File: src/rtl/smmm_pkg.sv
`default_nettype none
// ----------------------------------------------------------------------------
// smmm_pkg: shared types and constants
// Widths, limits and the stream summary word passed from the front end to
// the mean divider.
// ----------------------------------------------------------------------------
package smmm_pkg;

    localparam int MAX_ITEMS   = 65536;
    localparam int SAMPLE_W    = 32;
    localparam int CNT_W       = 17;
    localparam int IDX_W       = 16;
    localparam int SUM_W       = 48;
    localparam int FRAC_W      = 8;
    localparam int MEAN_W      = 40;
    localparam int DVD_W       = SUM_W + FRAC_W;
    localparam int STEP_W      = $clog2(DVD_W);
    localparam int QUEUE_DEPTH = 2;
    localparam int QPTR_W      = $clog2(QUEUE_DEPTH);
    localparam int QCNT_W      = $clog2(QUEUE_DEPTH + 1);

    typedef struct packed {
        logic [CNT_W-1:0]           count;
        logic signed [SAMPLE_W-1:0] min_value;
        logic [IDX_W-1:0]           min_position;
        logic signed [SAMPLE_W-1:0] max_value;
        logic [IDX_W-1:0]           max_position;
        logic [SUM_W-1:0]           sum;
        logic                       dropped;
    } t_summary;

    typedef struct packed {
        logic [CNT_W-1:0]           item_count;
        logic signed [SAMPLE_W-1:0] min_value;
        logic [IDX_W-1:0]           min_position;
        logic signed [SAMPLE_W-1:0] max_value;
        logic [IDX_W-1:0]           max_position;
        logic signed [MEAN_W-1:0]   mean_q8;
        logic                       too_long;
    } t_result;

endpackage
`default_nettype wire

File: src/rtl/smmm_front.sv
`default_nettype none
// ----------------------------------------------------------------------------
// smmm_front: running statistics accumulator
// Takes one sample a cycle while i_accept is high, tracks count, extremes with
// first index and a 48-bit sum; the last sample of a stream pushes a summary.
// ----------------------------------------------------------------------------
module smmm_front import smmm_pkg::*; (
    input  wire logic                       i_clk,
    input  wire logic                       i_rst_n,
    input  wire logic                       i_accept,
    input  wire logic signed [SAMPLE_W-1:0] i_sample,
    input  wire logic                       i_last_item,
    output      logic                       o_push,
    output      t_summary                   o_summary
);

    logic [CNT_W-1:0]           r_count,   n_count;
    logic signed [SAMPLE_W-1:0] r_min,     n_min;
    logic [IDX_W-1:0]           r_min_idx, n_min_idx;
    logic signed [SAMPLE_W-1:0] r_max,     n_max;
    logic [IDX_W-1:0]           r_max_idx, n_max_idx;
    logic [SUM_W-1:0]           r_sum,     n_sum;
    logic                       r_drop,    n_drop;

    always_comb begin
        n_count   = r_count;
        n_min     = r_min;
        n_min_idx = r_min_idx;
        n_max     = r_max;
        n_max_idx = r_max_idx;
        n_sum     = r_sum;
        n_drop    = r_drop;
        if (i_accept) begin
            if (r_count < CNT_W'(MAX_ITEMS)) begin
                if (r_count == '0) begin
                    n_min     = i_sample;
                    n_max     = i_sample;
                    n_min_idx = '0;
                    n_max_idx = '0;
                end else begin
                    if (i_sample < r_min) begin
                        n_min     = i_sample;
                        n_min_idx = r_count[IDX_W-1:0];
                    end
                    if (i_sample > r_max) begin
                        n_max     = i_sample;
                        n_max_idx = r_count[IDX_W-1:0];
                    end
                end
                n_sum   = r_sum + {{(SUM_W-SAMPLE_W){i_sample[SAMPLE_W-1]}}, i_sample};
                n_count = r_count + CNT_W'(1);
            end else begin
                n_drop = 1'b1;
            end
        end
        o_push                 = i_accept & i_last_item;
        o_summary.count        = n_count;
        o_summary.min_value    = n_min;
        o_summary.min_position = n_min_idx;
        o_summary.max_value    = n_max;
        o_summary.max_position = n_max_idx;
        o_summary.sum          = n_sum;
        o_summary.dropped      = n_drop;
    end

    always_ff @(posedge i_clk) begin
        if (!i_rst_n || o_push) begin
            r_count   <= '0;
            r_min     <= '0;
            r_min_idx <= '0;
            r_max     <= '0;
            r_max_idx <= '0;
            r_sum     <= '0;
            r_drop    <= 1'b0;
        end else begin
            r_count   <= n_count;
            r_min     <= n_min;
            r_min_idx <= n_min_idx;
            r_max     <= n_max;
            r_max_idx <= n_max_idx;
            r_sum     <= n_sum;
            r_drop    <= n_drop;
        end
    end

endmodule
`default_nettype wire

File: src/rtl/smmm_queue.sv
`default_nettype none
// ----------------------------------------------------------------------------
// smmm_queue: summary word queue
// Short register queue between the accumulator and the mean divider.
// ----------------------------------------------------------------------------
module smmm_queue import smmm_pkg::*; (
    input  wire logic     i_clk,
    input  wire logic     i_rst_n,
    input  wire logic     i_push,
    input  wire t_summary i_data,
    input  wire logic     i_pop,
    output      logic     o_full,
    output      logic     o_empty,
    output      t_summary o_data
);

    t_summary          r_mem [QUEUE_DEPTH];
    logic [QPTR_W-1:0] r_wr_ptr, n_wr_ptr;
    logic [QPTR_W-1:0] r_rd_ptr, n_rd_ptr;
    logic [QCNT_W-1:0] r_cnt,    n_cnt;
    logic              do_push, do_pop;

    assign o_full   = (r_cnt == QCNT_W'(QUEUE_DEPTH));
    assign o_empty  = (r_cnt == '0);
    assign o_data   = r_mem[r_rd_ptr];
    assign do_push  = i_push & ~o_full;
    assign do_pop   = i_pop & ~o_empty;

    always_comb begin
        n_wr_ptr = r_wr_ptr;
        n_rd_ptr = r_rd_ptr;
        n_cnt    = r_cnt;
        if (do_push) begin
            n_wr_ptr = (r_wr_ptr == QPTR_W'(QUEUE_DEPTH - 1)) ? '0 : r_wr_ptr + QPTR_W'(1);
        end
        if (do_pop) begin
            n_rd_ptr = (r_rd_ptr == QPTR_W'(QUEUE_DEPTH - 1)) ? '0 : r_rd_ptr + QPTR_W'(1);
        end
        if (do_push && !do_pop) begin
            n_cnt = r_cnt + QCNT_W'(1);
        end else if (do_pop && !do_push) begin
            n_cnt = r_cnt - QCNT_W'(1);
        end
    end

    always_ff @(posedge i_clk) begin
        if (!i_rst_n) begin
            r_wr_ptr <= '0;
            r_rd_ptr <= '0;
            r_cnt    <= '0;
        end else begin
            r_wr_ptr <= n_wr_ptr;
            r_rd_ptr <= n_rd_ptr;
            r_cnt    <= n_cnt;
        end
    end

    always_ff @(posedge i_clk) begin
        if (do_push) begin
            r_mem[r_wr_ptr] <= i_data;
        end
    end

endmodule
`default_nettype wire

File: src/rtl/smmm_back.sv
`default_nettype none
// ----------------------------------------------------------------------------
// smmm_back: mean divider and result register
// Restoring divide of |sum| * 256 by the count, one quotient bit a cycle,
// then sign fix and load of the result register.
// ----------------------------------------------------------------------------
module smmm_back import smmm_pkg::*; (
    input  wire logic     i_clk,
    input  wire logic     i_rst_n,
    input  wire logic     i_q_empty,
    input  wire t_summary i_q_data,
    output      logic     o_q_pop,
    input  wire logic     i_pop,
    output      logic     o_empty,
    output      t_result  o_result
);

    typedef enum logic [1:0] {
        S_IDLE,
        S_DIV,
        S_WAIT
    } t_state;

    t_state              r_state, n_state;
    t_summary            r_sum_word, n_sum_word;
    logic [STEP_W-1:0]   r_step, n_step;
    logic [CNT_W-1:0]    r_rem, n_rem;
    logic [DVD_W-1:0]    r_dvd, n_dvd;
    logic [MEAN_W-1:0]   r_quo, n_quo;
    logic                r_neg, n_neg;
    t_result             r_out, n_out;
    logic                r_out_valid, n_out_valid;

    logic [CNT_W:0]      rem_sh;
    logic [CNT_W:0]      rem_diff;
    logic [SUM_W-1:0]    mag;
    logic [MEAN_W-1:0]   mean_val;

    assign o_empty  = ~r_out_valid;
    assign o_result = r_out;

    always_comb begin
        n_state     = r_state;
        n_sum_word  = r_sum_word;
        n_step      = r_step;
        n_rem       = r_rem;
        n_dvd       = r_dvd;
        n_quo       = r_quo;
        n_neg       = r_neg;
        n_out       = r_out;
        n_out_valid = r_out_valid;
        o_q_pop     = 1'b0;

        mag      = i_q_data.sum[SUM_W-1] ? (SUM_W'(0) - i_q_data.sum) : i_q_data.sum;
        rem_sh   = {r_rem, r_dvd[DVD_W-1]};
        rem_diff = rem_sh - {1'b0, r_sum_word.count};
        mean_val = '0;
        if (r_sum_word.count != '0) begin
            mean_val = r_neg ? (MEAN_W'(0) - r_quo) : r_quo;
        end

        if (r_out_valid && i_pop) begin
            n_out_valid = 1'b0;
        end

        case (r_state)
            S_IDLE: begin
                if (!i_q_empty) begin
                    o_q_pop    = 1'b1;
                    n_sum_word = i_q_data;
                    n_neg      = i_q_data.sum[SUM_W-1];
                    n_dvd      = {mag, FRAC_W'(0)};
                    n_rem      = '0;
                    n_quo      = '0;
                    n_step     = '0;
                    n_state    = S_DIV;
                end
            end
            S_DIV: begin
                n_dvd = {r_dvd[DVD_W-2:0], 1'b0};
                if (!rem_diff[CNT_W]) begin
                    n_rem = rem_diff[CNT_W-1:0];
                    n_quo = {r_quo[MEAN_W-2:0], 1'b1};
                end else begin
                    n_rem = rem_sh[CNT_W-1:0];
                    n_quo = {r_quo[MEAN_W-2:0], 1'b0};
                end
                n_step = r_step + STEP_W'(1);
                if (r_step == STEP_W'(DVD_W - 1)) begin
                    n_state = S_WAIT;
                end
            end
            S_WAIT: begin
                if (!r_out_valid || i_pop) begin
                    n_out.item_count   = r_sum_word.count;
                    n_out.min_value    = r_sum_word.min_value;
                    n_out.min_position = r_sum_word.min_position;
                    n_out.max_value    = r_sum_word.max_value;
                    n_out.max_position = r_sum_word.max_position;
                    n_out.mean_q8      = mean_val;
                    n_out.too_long     = r_sum_word.dropped;
                    n_out_valid        = 1'b1;
                    n_state            = S_IDLE;
                end
            end
            default: begin
                n_state = S_IDLE;
            end
        endcase
    end

    always_ff @(posedge i_clk) begin
        if (!i_rst_n) begin
            r_state     <= S_IDLE;
            r_out_valid <= 1'b0;
        end else begin
            r_state     <= n_state;
            r_out_valid <= n_out_valid;
        end
        r_sum_word <= n_sum_word;
        r_step     <= n_step;
        r_rem      <= n_rem;
        r_dvd      <= n_dvd;
        r_quo      <= n_quo;
        r_neg      <= n_neg;
        r_out      <= n_out;
    end

endmodule
`default_nettype wire

File: src/rtl/stream_min_max_mean.sv
`default_nettype none
// ----------------------------------------------------------------------------
// stream_min_max_mean: running min, max and mean over a sample stream
// Channel  Direction  Handshake       Word
// input    in         push / full     i_sample, i_last_item
// result   out        empty / pop     o_item_count .. o_too_long
//
// One sample per cycle is taken while full is low; the accumulator adds no stall.
// A stream's last sample queues a summary word; the divider makes one quotient
// bit a cycle, then loads the result register before taking the next word.
// full rises only when the two-entry summary queue is full.
// Synchronous active-low reset clears counts, queue and result valid.
// ----------------------------------------------------------------------------
module stream_min_max_mean import smmm_pkg::*; (
    input  wire logic                       i_clk,
    input  wire logic                       i_rst_n,
    input  wire logic                       push,
    output      logic                       full,
    input  wire logic signed [SAMPLE_W-1:0] i_sample,
    input  wire logic                       i_last_item,
    output      logic                       empty,
    input  wire logic                       pop,
    output      logic [CNT_W-1:0]           o_item_count,
    output      logic signed [SAMPLE_W-1:0] o_min_value,
    output      logic [IDX_W-1:0]           o_min_position,
    output      logic signed [SAMPLE_W-1:0] o_max_value,
    output      logic [IDX_W-1:0]           o_max_position,
    output      logic signed [MEAN_W-1:0]   o_mean_q8,
    output      logic                       o_too_long
);

    logic     accept;
    logic     f_push;
    t_summary f_summary;
    logic     q_full, q_empty, q_pop;
    t_summary q_data;
    t_result  result;

    assign full   = q_full;
    assign accept = push & ~q_full;

    smmm_front u_front (
        .i_clk       (i_clk),
        .i_rst_n     (i_rst_n),
        .i_accept    (accept),
        .i_sample    (i_sample),
        .i_last_item (i_last_item),
        .o_push      (f_push),
        .o_summary   (f_summary)
    );

    smmm_queue u_queue (
        .i_clk   (i_clk),
        .i_rst_n (i_rst_n),
        .i_push  (f_push),
        .i_data  (f_summary),
        .i_pop   (q_pop),
        .o_full  (q_full),
        .o_empty (q_empty),
        .o_data  (q_data)
    );

    smmm_back u_back (
        .i_clk     (i_clk),
        .i_rst_n   (i_rst_n),
        .i_q_empty (q_empty),
        .i_q_data  (q_data),
        .o_q_pop   (q_pop),
        .i_pop     (pop),
        .o_empty   (empty),
        .o_result  (result)
    );

    assign o_item_count   = result.item_count;
    assign o_min_value    = result.min_value;
    assign o_min_position = result.min_position;
    assign o_max_value    = result.max_value;
    assign o_max_position = result.max_position;
    assign o_mean_q8      = result.mean_q8;
    assign o_too_long     = result.too_long;

endmodule
`default_nettype wire

File: config.mk
export PLATFORM = sky130hd
export DESIGN_NAME = stream_min_max_mean
export DESIGN_NICKNAME = d
export VERILOG_FILES = /design/src/rtl/smmm_pkg.sv /design/src/rtl/smmm_front.sv /design/src/rtl/smmm_queue.sv /design/src/rtl/smmm_back.sv /design/src/rtl/stream_min_max_mean.sv
export SDC_FILE = /design/constraint.sdc
export NUM_CORES = 1
export LEC_CHECK = 0
export ABC_CLOCK_PERIOD_IN_PS = 10200
export BUFFER_PORTS_ARGS = -buffer_cell sky130_fd_sc_hd__buf_2
export CORE_MARGIN = 10
export CORE_UTILIZATION = 55
export DETAILED_ROUTE_END_ITERATION = 8
export MAX_ROUTING_LAYER = met4
export PLACE_DENSITY_LB_ADDON = 0.1
export SYNTH_ARGS = -nofsm -noshare
export SYNTH_HDL_FRONTEND = slang
export SYNTH_SLANG_ARGS = --single-unit
File: constraint.sdc
create_clock -name i_clk -period 10.2 [get_ports i_clk]
set_input_delay 1.53 -clock i_clk [delete_from_list [all_inputs] [get_ports i_clk]]
set_output_delay 1.53 -clock i_clk [all_outputs]
set_load 0.02 [all_outputs]
==> summary.md, run 1 <==
| Metric | Value |
|---|---|
| CTS tree | yes |
| Hold_buf cts | 0 |
| Final Hold Viols | 0 |
| Synth-to-Final Area Change | 12.9% |
| Syn avg cell area | 12.9 sq um |
| Final period utilization | 0.501 |
| DR vias/cell | 5.66 |
| Synth warn | 0 |
| WL final | 83300 microns |
| Resize count post-CTS | 0 |
| Peak fanout along the critical path | 31 |
| RePlAce Congestion | 0.919 |
| Switching Share | 0.314 |
| Async S/R FF share, synth | 0 |
| DP HPWL | 55900 microns |
| CTS root buf | clkbuf_16 |
| Sequential share of power | 0.449 |
| Drt first pass iters | 6 |
| Crit-path slowest cell | o21ai_0 |
| Primary FF master, synth | edfxtp_1 |
| Measured slew at the worst slew-check pin | 1320 ps |
| Number of flops mapped to enable cells by yosys | 704 |
| Maxcap violations | 0 |
| Synth Register Bits | 874 |
| Core Rows | 96 |
| P_int | 8.19 mW |
| Switch Pwr | 3.74 mW |
| Tot GR Track Use | 0.208 |
| Num CTS Buffers | 91 |
| Largest net degree at the start of global routing | 164 |
| Routed via count | 23600 |
| Clock sinks | 874 |
| Die area | 81000 sq um |
| Fin nets | 3336 |
| Skew-Pair Late Insertion Delay | 640 ps |
| Setup bufs post-CTS | 0 |
| Pwr/cell area | 274 nW/um^2 |
| DRT antenna net count | 0 |
| Global route total overflow | 0 |
| DIE WIDTH | 285 microns |
| Number of global-route vias before repair | 23500 |
| Cell Chain, Critical Path | buf_2, ha_1, nand4_1, nor4_1, a21oi_1, and2_1, a32oi_1, nand2_1, o21ai_0 |
| Slew Viols, Final | 0 |
| Syn_nets | 3156 |
| DRC errors left | 0 |
| Peak supply drop | 0.000234 V |
| Top post-synthesis cells by area | edfxtp_1 55%, dfxtp_1 8.8%, mux2_2 4.5% |
| Logic pwr share | 0.271 |
| WS Path Type | primary input to register |
| First-pass GRT wire length | 132000 microns |
| Synth Instances | 2984 |
| Core Footprint | 69100 sq um |
| # setup viols final | 0 |
| Minimum clock period | 5110 ps |
| Htree depth | 3 |
| RSZ-0062 raised after global routing | false |
| Syn Std Cell Area | 38500 sq um |
| WP data required | 10550 ps |
| Setup TNS | 0 ps |
| # IOs | 193 |
| Biggest area consumer among synthesized cells | edfxtp_1 |
| Post-synth top cells | 704 x edfxtp_1, 202 x nand2_1, 192 x o21ai_0, 176 x and2_1, 170 x dfxtp_1 |
| Worst slew margin | 0.118 |
| Slowest stage delay, CP | 830 ps |
| Pre-CTS WS | 4450 ps |
| Max clock buf depth | 3 |
| Die Height | 285 microns |
| HP Class | register to register |
| Per-cell routed wire length | 20.0 microns |
| Most common cell in the netlist | edfxtp_1 |
| Outcome | completed |
| Initial drt markers | 1602 |
| CP Capture Type | register |
| Min setup slack post-route | 5090 ps |
| Clk pwr share | 0.280 |
| Max frequency | 0.196 GHz |
| Critical path arrival | 5460 ps |
| Filler Cells Inserted | 5304 |
| Starting Density | 0.558 |
| Lkg Pwr | 16.2 nW |
| Clk slew on worst S/H paths | 60 ps |
| Initial antenna violation count | 2 |
| Port Buffer Count | 192 |
| Crit path launch type | primary input |
| Setup Skew | 18.8 ps |
| Yosys top cell area share | 0.549 |
| Register area share after synthesis | 0.637 |
| Layout cells sized above 1 | 0.175 |
| Synth unique cells | 75 |
-- path summary, 6_finish.rpt --
path                                              from              endpoint  slack (ps)  cells past startpoint
worst max-delay path                      i_sample[31]  u_queue.r_mem[0][73]        5090                      9
worst min-delay path            u_back.r_sum_word[124]  u_back.o_result[116]         420                      0
worst max register to register                register      u_back.r_dvd[49]        5090                     10
worst min register to register  u_back.r_sum_word[124]  u_back.o_result[116]         420                      0
-- layout by cell type, fill, tap and decap left out, types with 16 or more instances in the layout --
cell type,instances
nor4_1,17
o21ai_0,192
or3_1,18
a21oi_1,144
nor3_1,47
nand4_1,31
nand2_1,201
o31ai_1,23
nand3_1,35
inv_1,109
ha_1,133
buf_2,192
xnor2_1,68
mux2_2,154
and2_1,175
nand2b_1,16
dfxtp_1,169
clkbuf_16,92
buf_4,24
xor2_1,81
a21o_1,51
mux2i_1,67
and3_1,33
a31o_2,16
clkbuf_1,22
a22o_1,33
edfxtp_1,704
nor2_1,145
-- stage by stage --
stage	cell area, sq um	cells	utilization	hold WS, ps	power [mW]
after floorplan	38500	2984	-	400	7.80
after global placement	40400	4002	0.586	403	8.55
after detailed placement	40400	4002	0.586	405	8.66
after CTS	43500	4173	0.630	415	12.0
after global routing	43500	4175	0.630	420	12.6
final	43500	4176	0.630	415	11.9
-- metal layers --
metal | track usage | part of all wire
met4 | 0.0497 | 0.019
met2 | 0.336 | 0.48
met1 | 0.273 | 0.45
met3 | 0.0343 | 0.047
met5 | - | 0
-- worst max-delay path: cells and delay by family --
kind                     cells  cell delay [ps]
adder cells (fa/ha/maj)      1              340
buffers and inverters        1              470
AND/OR/NAND/NOR              4             1770
AO/OA/AOI/OAI                3             1310
-- power by group through the flow --
| stage | Clock [mW] | Sequential (mW) | Combinational, mW |
|---|---|---|---|
| finish | 3.34 | 5.36 | 3.23 |
| global route | 3.56 | 5.43 | 3.61 |
| CTS | 3.42 | 5.37 | 3.25 |
| detailed placement | 0 | 5.43 | 3.22 |
| global placement | 0 | 5.41 | 3.15 |
| floorplan | 0 | 5.30 | 2.49 |
-- state kept, by name (all words and copies together), names as in the netlist, named ones only --
name	count
u_queue.r_mem	324
u_back.o_result	154
u_back.r_sum_word	114
u_back.r_dvd	48
u_front.r_sum	48
u_back.r_quo	40
u_front.r_max	32
u_front.r_min	32
u_back.r_rem	17
u_front.r_count	17
u_front.r_max_idx	16
u_front.r_min_idx	16
u_back.r_step	6
u_back.r_state	2
u_queue.r_cnt	2
u_back.r_neg	1
u_back.r_out_valid	1
u_front.r_drop	1
u_queue.r_rd_ptr	1
u_queue.r_wr_ptr	1
-- logic make-up after synthesis --
kind of cell	count (synthesis)	synth area share
buf+inv	241	0.0241
flops	874	0.637
compound gates	568	0.0919
simple gates	794	0.106
fa+ha+maj	135	0.0442
mux	222	0.0627
xor+xnor	150	0.0341
-- cell type report --
cell class                 count  area, sq um  area share
clock buffer                 124         2520      0.0580
clock inverter                47          546      0.0125
multi-input combinational   1869        13100       0.302
timing repair buffer         218         1180      0.0271
antenna                        3         7.51    0.000173
inverter                     110          415     0.00955
sequential                   874        24500       0.564
tap                          931         1160      0.0268
No activity file was read; power rests on OpenSTA's default activity.
==> inputs of run 2 (changes only) <==
ABC_CLOCK_PERIOD_IN_PS = 4300   (was 10200)
clock period = 4.3 ns   (was 10.2 ns; I/O delays follow)
==> run 2 against run 1 <==
Setup slack worse by 4600 ps. Sequential power is 140% higher. Largest cell class unchanged. Combinational power is 150% higher. Critical endpoint is now u_queue.r_mem[0][43]. Register-to-register slack worse by 4600 ps. Highest routed layer unchanged. Non-clock buffer count is 43 higher.
==> summary.md, run 2 (synthesis gave the netlist of run 1 again) <==
| Metric | Value |
|---|---|
| Slew Viols, Final | 0 (unchanged) |
| Most frequent cells in the layout | 704 x edfxtp_1, 201 x nand2_1, 192 x o21ai_0, 192 x buf_2, 175 x and2_1 (unchanged) |
| Global route total overflow | 0 (unchanged) |
| Htree depth | 3 (unchanged) |
| Starting Density | 0.558 (unchanged) |
| Crit-path slowest cell | o21ai_0 (unchanged) |
| Maxcap violations | 0 (unchanged) |
| RePlAce Congestion | 0.893 (was 0.919) |
| Min-delay src | i_rst_n (was u_back.r_sum_word[124]) |
| WP data required | 4660 ps (was 10550 ps) |
| Reg2reg end | u_queue.r_mem[0][43] (was u_back.r_dvd[49]) |
| Total power | 28.5 mW (was 11.9 mW) |
| Core Rows | 96 (unchanged) |
| Reg with most FFs | u_queue.r_mem (unchanged) |
| Die area | 81000 sq um (unchanged) |
| Slowest stage delay, CP | 430 ps (was 830 ps) |
| Sequential share of power | 0.445 (was 0.449) |
| Setup Skew | 26.3 ps (was 18.8 ps) |
| Final Hold Viols | 0 (unchanged) |
| Core Footprint | 69100 sq um (unchanged) |
| Worst R2R Start | u_front.r_sum[0] |
| Max clock buf depth | 3 (unchanged) |
| Critical path arrival | 4130 ps (was 5460 ps) |
| Synth-to-Final Area Change | 14.2% (was 12.9%) |
| DRC errors left | 0 (unchanged) |
| Commonest non-fill, non-tap cell in the layout | edfxtp_1 (unchanged) |
| Final cell count without fillers | 4216 (was 4176) |
| Critical Path Most Common Cell | a21oi_1 |
| DR vias/cell | 5.67 (was 5.66) |
| Logic pwr share | 0.278 (was 0.271) |
| Cell Chain, Critical Path | ha_1, fa_1, a21oi_1, o21ai_0, a21oi_1, a2111oi_1, buf_4, o2111ai_1, a211oi_1, nor2_1, and4_1, or3_1 (was buf_2, ha_1, nand4_1, nor4_1, a21oi_1, and2_1, a32oi_1, nand2_1, o21ai_0) |
| Lkg Pwr | 16.5 nW (was 16.2 nW) |
| Crit path launch type | register (was primary input) |
| Slack of the worst reg-to-reg path | 540 ps (was 5090 ps) |
| RSZ-0062 raised after global routing | false (unchanged) |
| Initial drt markers | 1515 (was 1602) |
| HP Class | primary input to register (was register to register) |
| Outcome | completed (unchanged) |
| First-pass GRT wire length | 136000 microns (was 132000 microns) |
| DIE WIDTH | 285 microns (unchanged) |
| Switch Pwr | 8.90 mW (was 3.74 mW) |
| Clock sinks | 874 (unchanged) |
| Min-Delay Endpoint | u_queue.r_wr_ptr (was u_back.o_result[116]) |
| Measured slew at the worst slew-check pin | 1250 ps (was 1320 ps) |
| P_int | 19.6 mW (was 8.19 mW) |
| Drt first pass iters | 6 (unchanged) |
| Worst slew margin | 0.168 (was 0.118) |
| Initial antenna violation count | 3 (was 2) |
| Peak supply drop | 0.000445 V (was 0.000234 V) |
| DRT antenna net count | 0 (unchanged) |
| Hold_buf cts | 0 (unchanged) |
| WL final | 85300 microns (was 83300 microns) |
| # setup viols final | 0 (unchanged) |
| Tot GR Track Use | 0.214 (was 0.208) |
| Pwr/cell area | 649 nW/um^2 (was 274 nW/um^2) |
| Worst hold stages | 2 (was 0) |
| Setup TNS | 0 ps (unchanged) |
| Max frequency | 0.266 GHz |
| WS Path Type | register to register (was primary input to register) |
| Minimum clock period | 3760 ps |
| DP HPWL | 58200 microns (was 55900 microns) |
| Peak fanout along the critical path | 3 (was 31) |
| Routed via count | 23900 (was 23600) |
| Port Buffer Count | 192 (unchanged) |
| Clk pwr share | 0.277 (was 0.280) |
| Largest net degree at the start of global routing | 135 (was 164) |
| Number of global-route vias before repair | 24200 (was 23500) |
| Largest register FFs | 324 (unchanged) |
| Worst Reg-to-Reg Cells | 12 (was 10) |
| # IOs | 193 (unchanged) |
| Fin nets | 3378 (was 3336) |
| Die Height | 285 microns (unchanged) |
| Num CTS Buffers | 90 (was 91) |
| Top delay family on crit path | compound AO/OA/AOI/OAI gates (was simple AND/OR/NAND/NOR gates) |
| CTS root buf | clkbuf_16 (unchanged) |
| Buffers & Inverters on Critical Path | 1 (unchanged) |
| Setup bufs post-CTS | 0 (unchanged) |
| Layout cells sized above 1 | 0.187 (was 0.175) |
| Final period utilization | 0.875 |
| CP Capture Type | register (unchanged) |
| CTS tree | yes (unchanged) |
| Switching Share | 0.312 (was 0.314) |
| Skew-Pair Late Insertion Delay | 640 ps (about the same) |
| Clk slew on worst S/H paths | 60 ps (about the same) |
| Resize count post-CTS | 0 (unchanged) |
| Per-cell routed wire length | 20.2 microns (was 20.0 microns) |
| Cells after DPL | 4045 (was 4002) |
## run 2: worst max path at each step
stage	depth (start not counted)	end	startpoint	slack [ps]
CTS	8	u_back.r_dvd[50]	register	430
floorplan	17	u_back.r_dvd[50]	register	60
global placement	12	u_queue.r_mem[1][43]	i_sample[5]	210
global route	12	u_queue.r_mem[0][43]	u_front.r_sum[0]	210
detailed placement	12	u_queue.r_mem[0][43]	i_sample[5]	170
finish	12	u_queue.r_mem[0][43]	u_front.r_sum[0]	540
## run 2: layer usage
| layer | share of wire | GRT usage | vias to the layer above |
|---|---|---|---|
| met5 | 0 | - | - |
| met4 | 0.023 | 0.0564 | 0 |
| met3 | 0.043 | 0.0323 | 137 |
| met2 | 0.49 | 0.351 | 509 |
| met1 | 0.45 | 0.278 | 11800 |
| li1 | - | - | 11500 |
## run 2: layout make-up
class                           count  area (sq um)
Tap cell                          931          1160
Antenna cell                        4          10.0
Sequential cell                   874         24500
Timing Repair Buffer              261          1650
Inverter                          110           415
Clock inverter                     52           528
Multi-Input combinational cell   1869         13100
Fill cell                        5199         25100
Clock buffer                      115          2530
## run 2: power groups by stage
stage          Sequential, mW  Combinational (mW)  Clock (mW)
3_3_place_gp             12.8                7.78           0
6_report                 12.7                7.94        7.90
4_1_cts                  12.7                7.99        8.05
5_1_grt                  12.9                8.86        8.40
2_1_floorplan            12.5                5.92           0
3_5_place_dp             12.8                7.95           0
## run 2: stage by stage
step / setup slack (ps) / area, sq um / util / hold slack (ps)
detailed placement: 167 / 40900 / 0.592 / 405
floorplan: 59.8 / 38500 / - / 400
global placement: 209 / 40900 / 0.592 / 402
finish: 539 / 44000 / 0.637 / 354
CTS: 430 / 44000 / 0.637 / 329
global route: 207 / 44000 / 0.637 / 347
==> inputs of run 3 (changes only) <==
==> constraint.sdc (replaced) <==
create_clock -name i_clk -period 4.3 [get_ports i_clk]
set_input_delay 0.215 -clock i_clk [delete_from_list [all_inputs] [get_ports i_clk]]
set_output_delay 0.215 -clock i_clk [all_outputs]
set_load 0.02 [all_outputs]
==> run 3 against run 2 <==
Core utilization down 0.34 points. Wire length about the same. Setup slack worse by 160 ps. Clock skew up 0.60 ps. Sequential share of layout area up 0.30 points. Maximum frequency down 4.0%. First-iteration DRC count up 12%. Power down 0.93%. Cell count down 0.31%. Combinational power down 2%. Register-to-register slack worse by 160 ps. Critical path type unchanged. Largest cell class unchanged. Largest power group unchanged.
==> summary.md, run 3 (synthesis gave the netlist of run 1 again) <==
| Metric | Value |
|---|---|
| Crit-path slowest cell | o21ai_0 (unchanged) |
| RePlAce Congestion | 0.865 (was 0.893) |
| Worst R2R Start | u_front.r_sum[0] (unchanged) |
| Final Hold Viols | 0 (unchanged) |
| Top delay family on crit path | compound AO/OA/AOI/OAI gates (unchanged) |
| Worst Reg-to-Reg Cells | 12 (unchanged) |
| Crit path launch type | register (unchanged) |
| Tot GR Track Use | 0.213 (was 0.214) |
| Final period utilization | 0.911 (was 0.875) |
| Layout cells sized above 1 | 0.180 (was 0.187) |
| Slew Viols, Final | 0 (unchanged) |
| HP Class | primary input to register (unchanged) |
| # IOs | 193 (unchanged) |
| Most frequent cells in the layout | 704 x edfxtp_1, 201 x nand2_1, 192 x o21ai_0, 192 x buf_2, 175 x and2_1 (unchanged) |
| Peak fanout along the critical path | 3 (unchanged) |
| Die Height | 285 microns (unchanged) |
| Met1 WL | 38000 microns (was 38200 microns) |
| Slowest stage delay, CP | 570 ps (was 430 ps) |
| Htree depth | 3 (unchanged) |
| Metal2 WL | 41900 microns (was 41400 microns) |
| Number of global-route vias before repair | 23700 (was 24200) |
| DP HPWL | 57600 microns (was 58200 microns) |
| Reg with most FFs | u_queue.r_mem (unchanged) |
| DIE WIDTH | 285 microns (unchanged) |
| Met3 Routed Length | 3960 microns (was 3670 microns) |
| Port Buffer Count | 192 (unchanged) |
| Num CTS Buffers | 91 (was 90) |
| Reg2reg end | u_queue.r_mem[0][43] (unchanged) |
| Outcome | completed (unchanged) |
| Min-delay src | i_sample[15] (was i_rst_n) |
| Largest net degree at the start of global routing | 135 (unchanged) |
| DRC errors left | 0 (unchanged) |
| Maxcap violations | 0 (unchanged) |
| Clk slew on worst S/H paths | 60 ps (about the same) |
| Lkg Pwr | 16.4 nW (was 16.5 nW) |
| Peak supply drop | 0.000697 V (was 0.000445 V) |
| Skew-Pair Late Insertion Delay | 650 ps (was 640 ps) |
| DR vias/cell | 5.64 (was 5.67) |
| Slack of the worst reg-to-reg path | 380 ps (was 540 ps) |
| Global route total overflow | 0 (unchanged) |
| Core Footprint | 69100 sq um (unchanged) |
| WS Path Type | register to register (unchanged) |
| CTS tree | yes (unchanged) |
| Cell Chain, Critical Path | ha_1, fa_1, a21oi_1, o21ai_0, a21oi_1, a2111oi_1, buf_4, o2111ai_1, a211oi_1, nor2_1, and4_1, or3_1 (unchanged) |
| Buffers & Inverters on Critical Path | 1 (unchanged) |
| CTS root buf | clkbuf_16 (unchanged) |
| Commonest non-fill, non-tap cell in the layout | edfxtp_1 (unchanged) |
| Pre-CTS WS | 464 ps (was 167 ps) |
| WP data required | 4670 ps (was 4660 ps) |
| Critical Path Most Common Cell | a21oi_1 (unchanged) |
| Worst slew margin | 0.184 (was 0.168) |
| # setup viols final | 0 (unchanged) |
| First-pass GRT wire length | 135000 microns (was 136000 microns) |
| Starting Density | 0.558 (unchanged) |
| Drt first pass iters | 5 (was 6) |
| Top layer in use | met4 (unchanged) |
| Initial drt markers | 1691 (was 1515) |
| Total power | 28.3 mW (was 28.5 mW) |
| Per-cell routed wire length | 20.3 microns (was 20.2 microns) |
| RSZ-0062 raised after global routing | false (unchanged) |
| Fin nets | 3365 (was 3378) |
| Clock sinks | 874 (unchanged) |
| WL final | 85300 microns (about the same) |
| Critical Path Sink | u_queue.r_mem[0][43] (unchanged) |
| Min setup slack post-route | 381 ps (was 539 ps) |
| Setup TNS | 0 ps (unchanged) |
| DRT antenna net count | 0 (unchanged) |
| CP Capture Type | register (unchanged) |
| Max clock buf depth | 3 (unchanged) |
| Pwr/cell area | 646 nW/um^2 (was 649 nW/um^2) |
| Die area | 81000 sq um (unchanged) |
| Synth-to-Final Area Change | 13.5% (was 14.2%) |
| Cell depth of the worst setup path | 12 (unchanged) |
| Resize count post-CTS | 0 (unchanged) |
| Minimum clock period | 3920 ps (was 3760 ps) |
| Measured slew at the worst slew-check pin | 1220 ps (was 1250 ps) |
| Max frequency | 0.255 GHz (was 0.266 GHz) |
| Core Rows | 96 (unchanged) |
| Critical path arrival | 4290 ps (was 4130 ps) |
| Routed via count | 23700 (was 23900) |
| Initial antenna violation count | 0 (was 3) |
| Setup Skew | 26.9 ps (was 26.3 ps) |
| Crit path from | u_front.r_sum[0] (unchanged) |
| Largest register FFs | 324 (unchanged) |
run 3: changes by cell type in the layout (fill, tap and decap cells not counted), moves of 4 or more:
cell	change
clkinv_4	-4
buf_4	-14
clkbuf_1	+6
buf_12	-7
clkinv_2	+7
dlygate4sd3_1	+7
run 3: metrics by stage:
stage               cells  hold slack (ps)  instance area (sq um)  utilization
global placement     4024              403                  40700        0.589
floorplan            2984              400                  38500            -
global route         4202             27.2                  43700        0.633
finish               4203             46.0                  43700        0.633
detailed placement   4024              405                  40700        0.589
CTS                  4202             9.12                  43700        0.633
run 3: worst min-delay path by stage:
stage                            endpoint  slack [ps]  cells past startpoint
floorplan              u_back.o_result[0]         400                      0
global placement      u_back.o_result[96]         400                      0
detailed placement   u_back.o_result[109]         400                      0
CTS                 u_queue.r_mem[1][127]           9                      2
global route        u_queue.r_mem[1][127]          30                      2
finish              u_queue.r_mem[1][128]          50                      2
run 3: final cells by class:
class / instances / area, sq um
antenna: 1 / 2.50
clock buffer: 122 / 2550
clock inverter: 49 / 463
fill: 5264 / 25300
inverter: 110 / 415
multi-input combinational: 1869 / 13100
sequential: 874 / 24500
tap: 931 / 1160
timing repair buffer: 247 / 1480
run 3: repair_timing:
action / in CTS / in global routing
setup buffers: 0 / 0
setup endpoints to repair: 0 / 0
hold buffers: 7 / 0
endpoints found under the hold margin: 22 / 0
run 3: per-layer routing:
layer,global-route usage,vias to the layer above
li1,-,11400
met1,0.278,11600
met2,0.348,533
met3,0.0302,131
met4,0.0530,0
met5,-,-
run 3: power breakdown:
group	switching (mW)	internal (mW)	total (mW)
sequential	0.904	11.8	12.7
clock	3.27	4.49	7.76
combinational	4.73	3.08	7.81
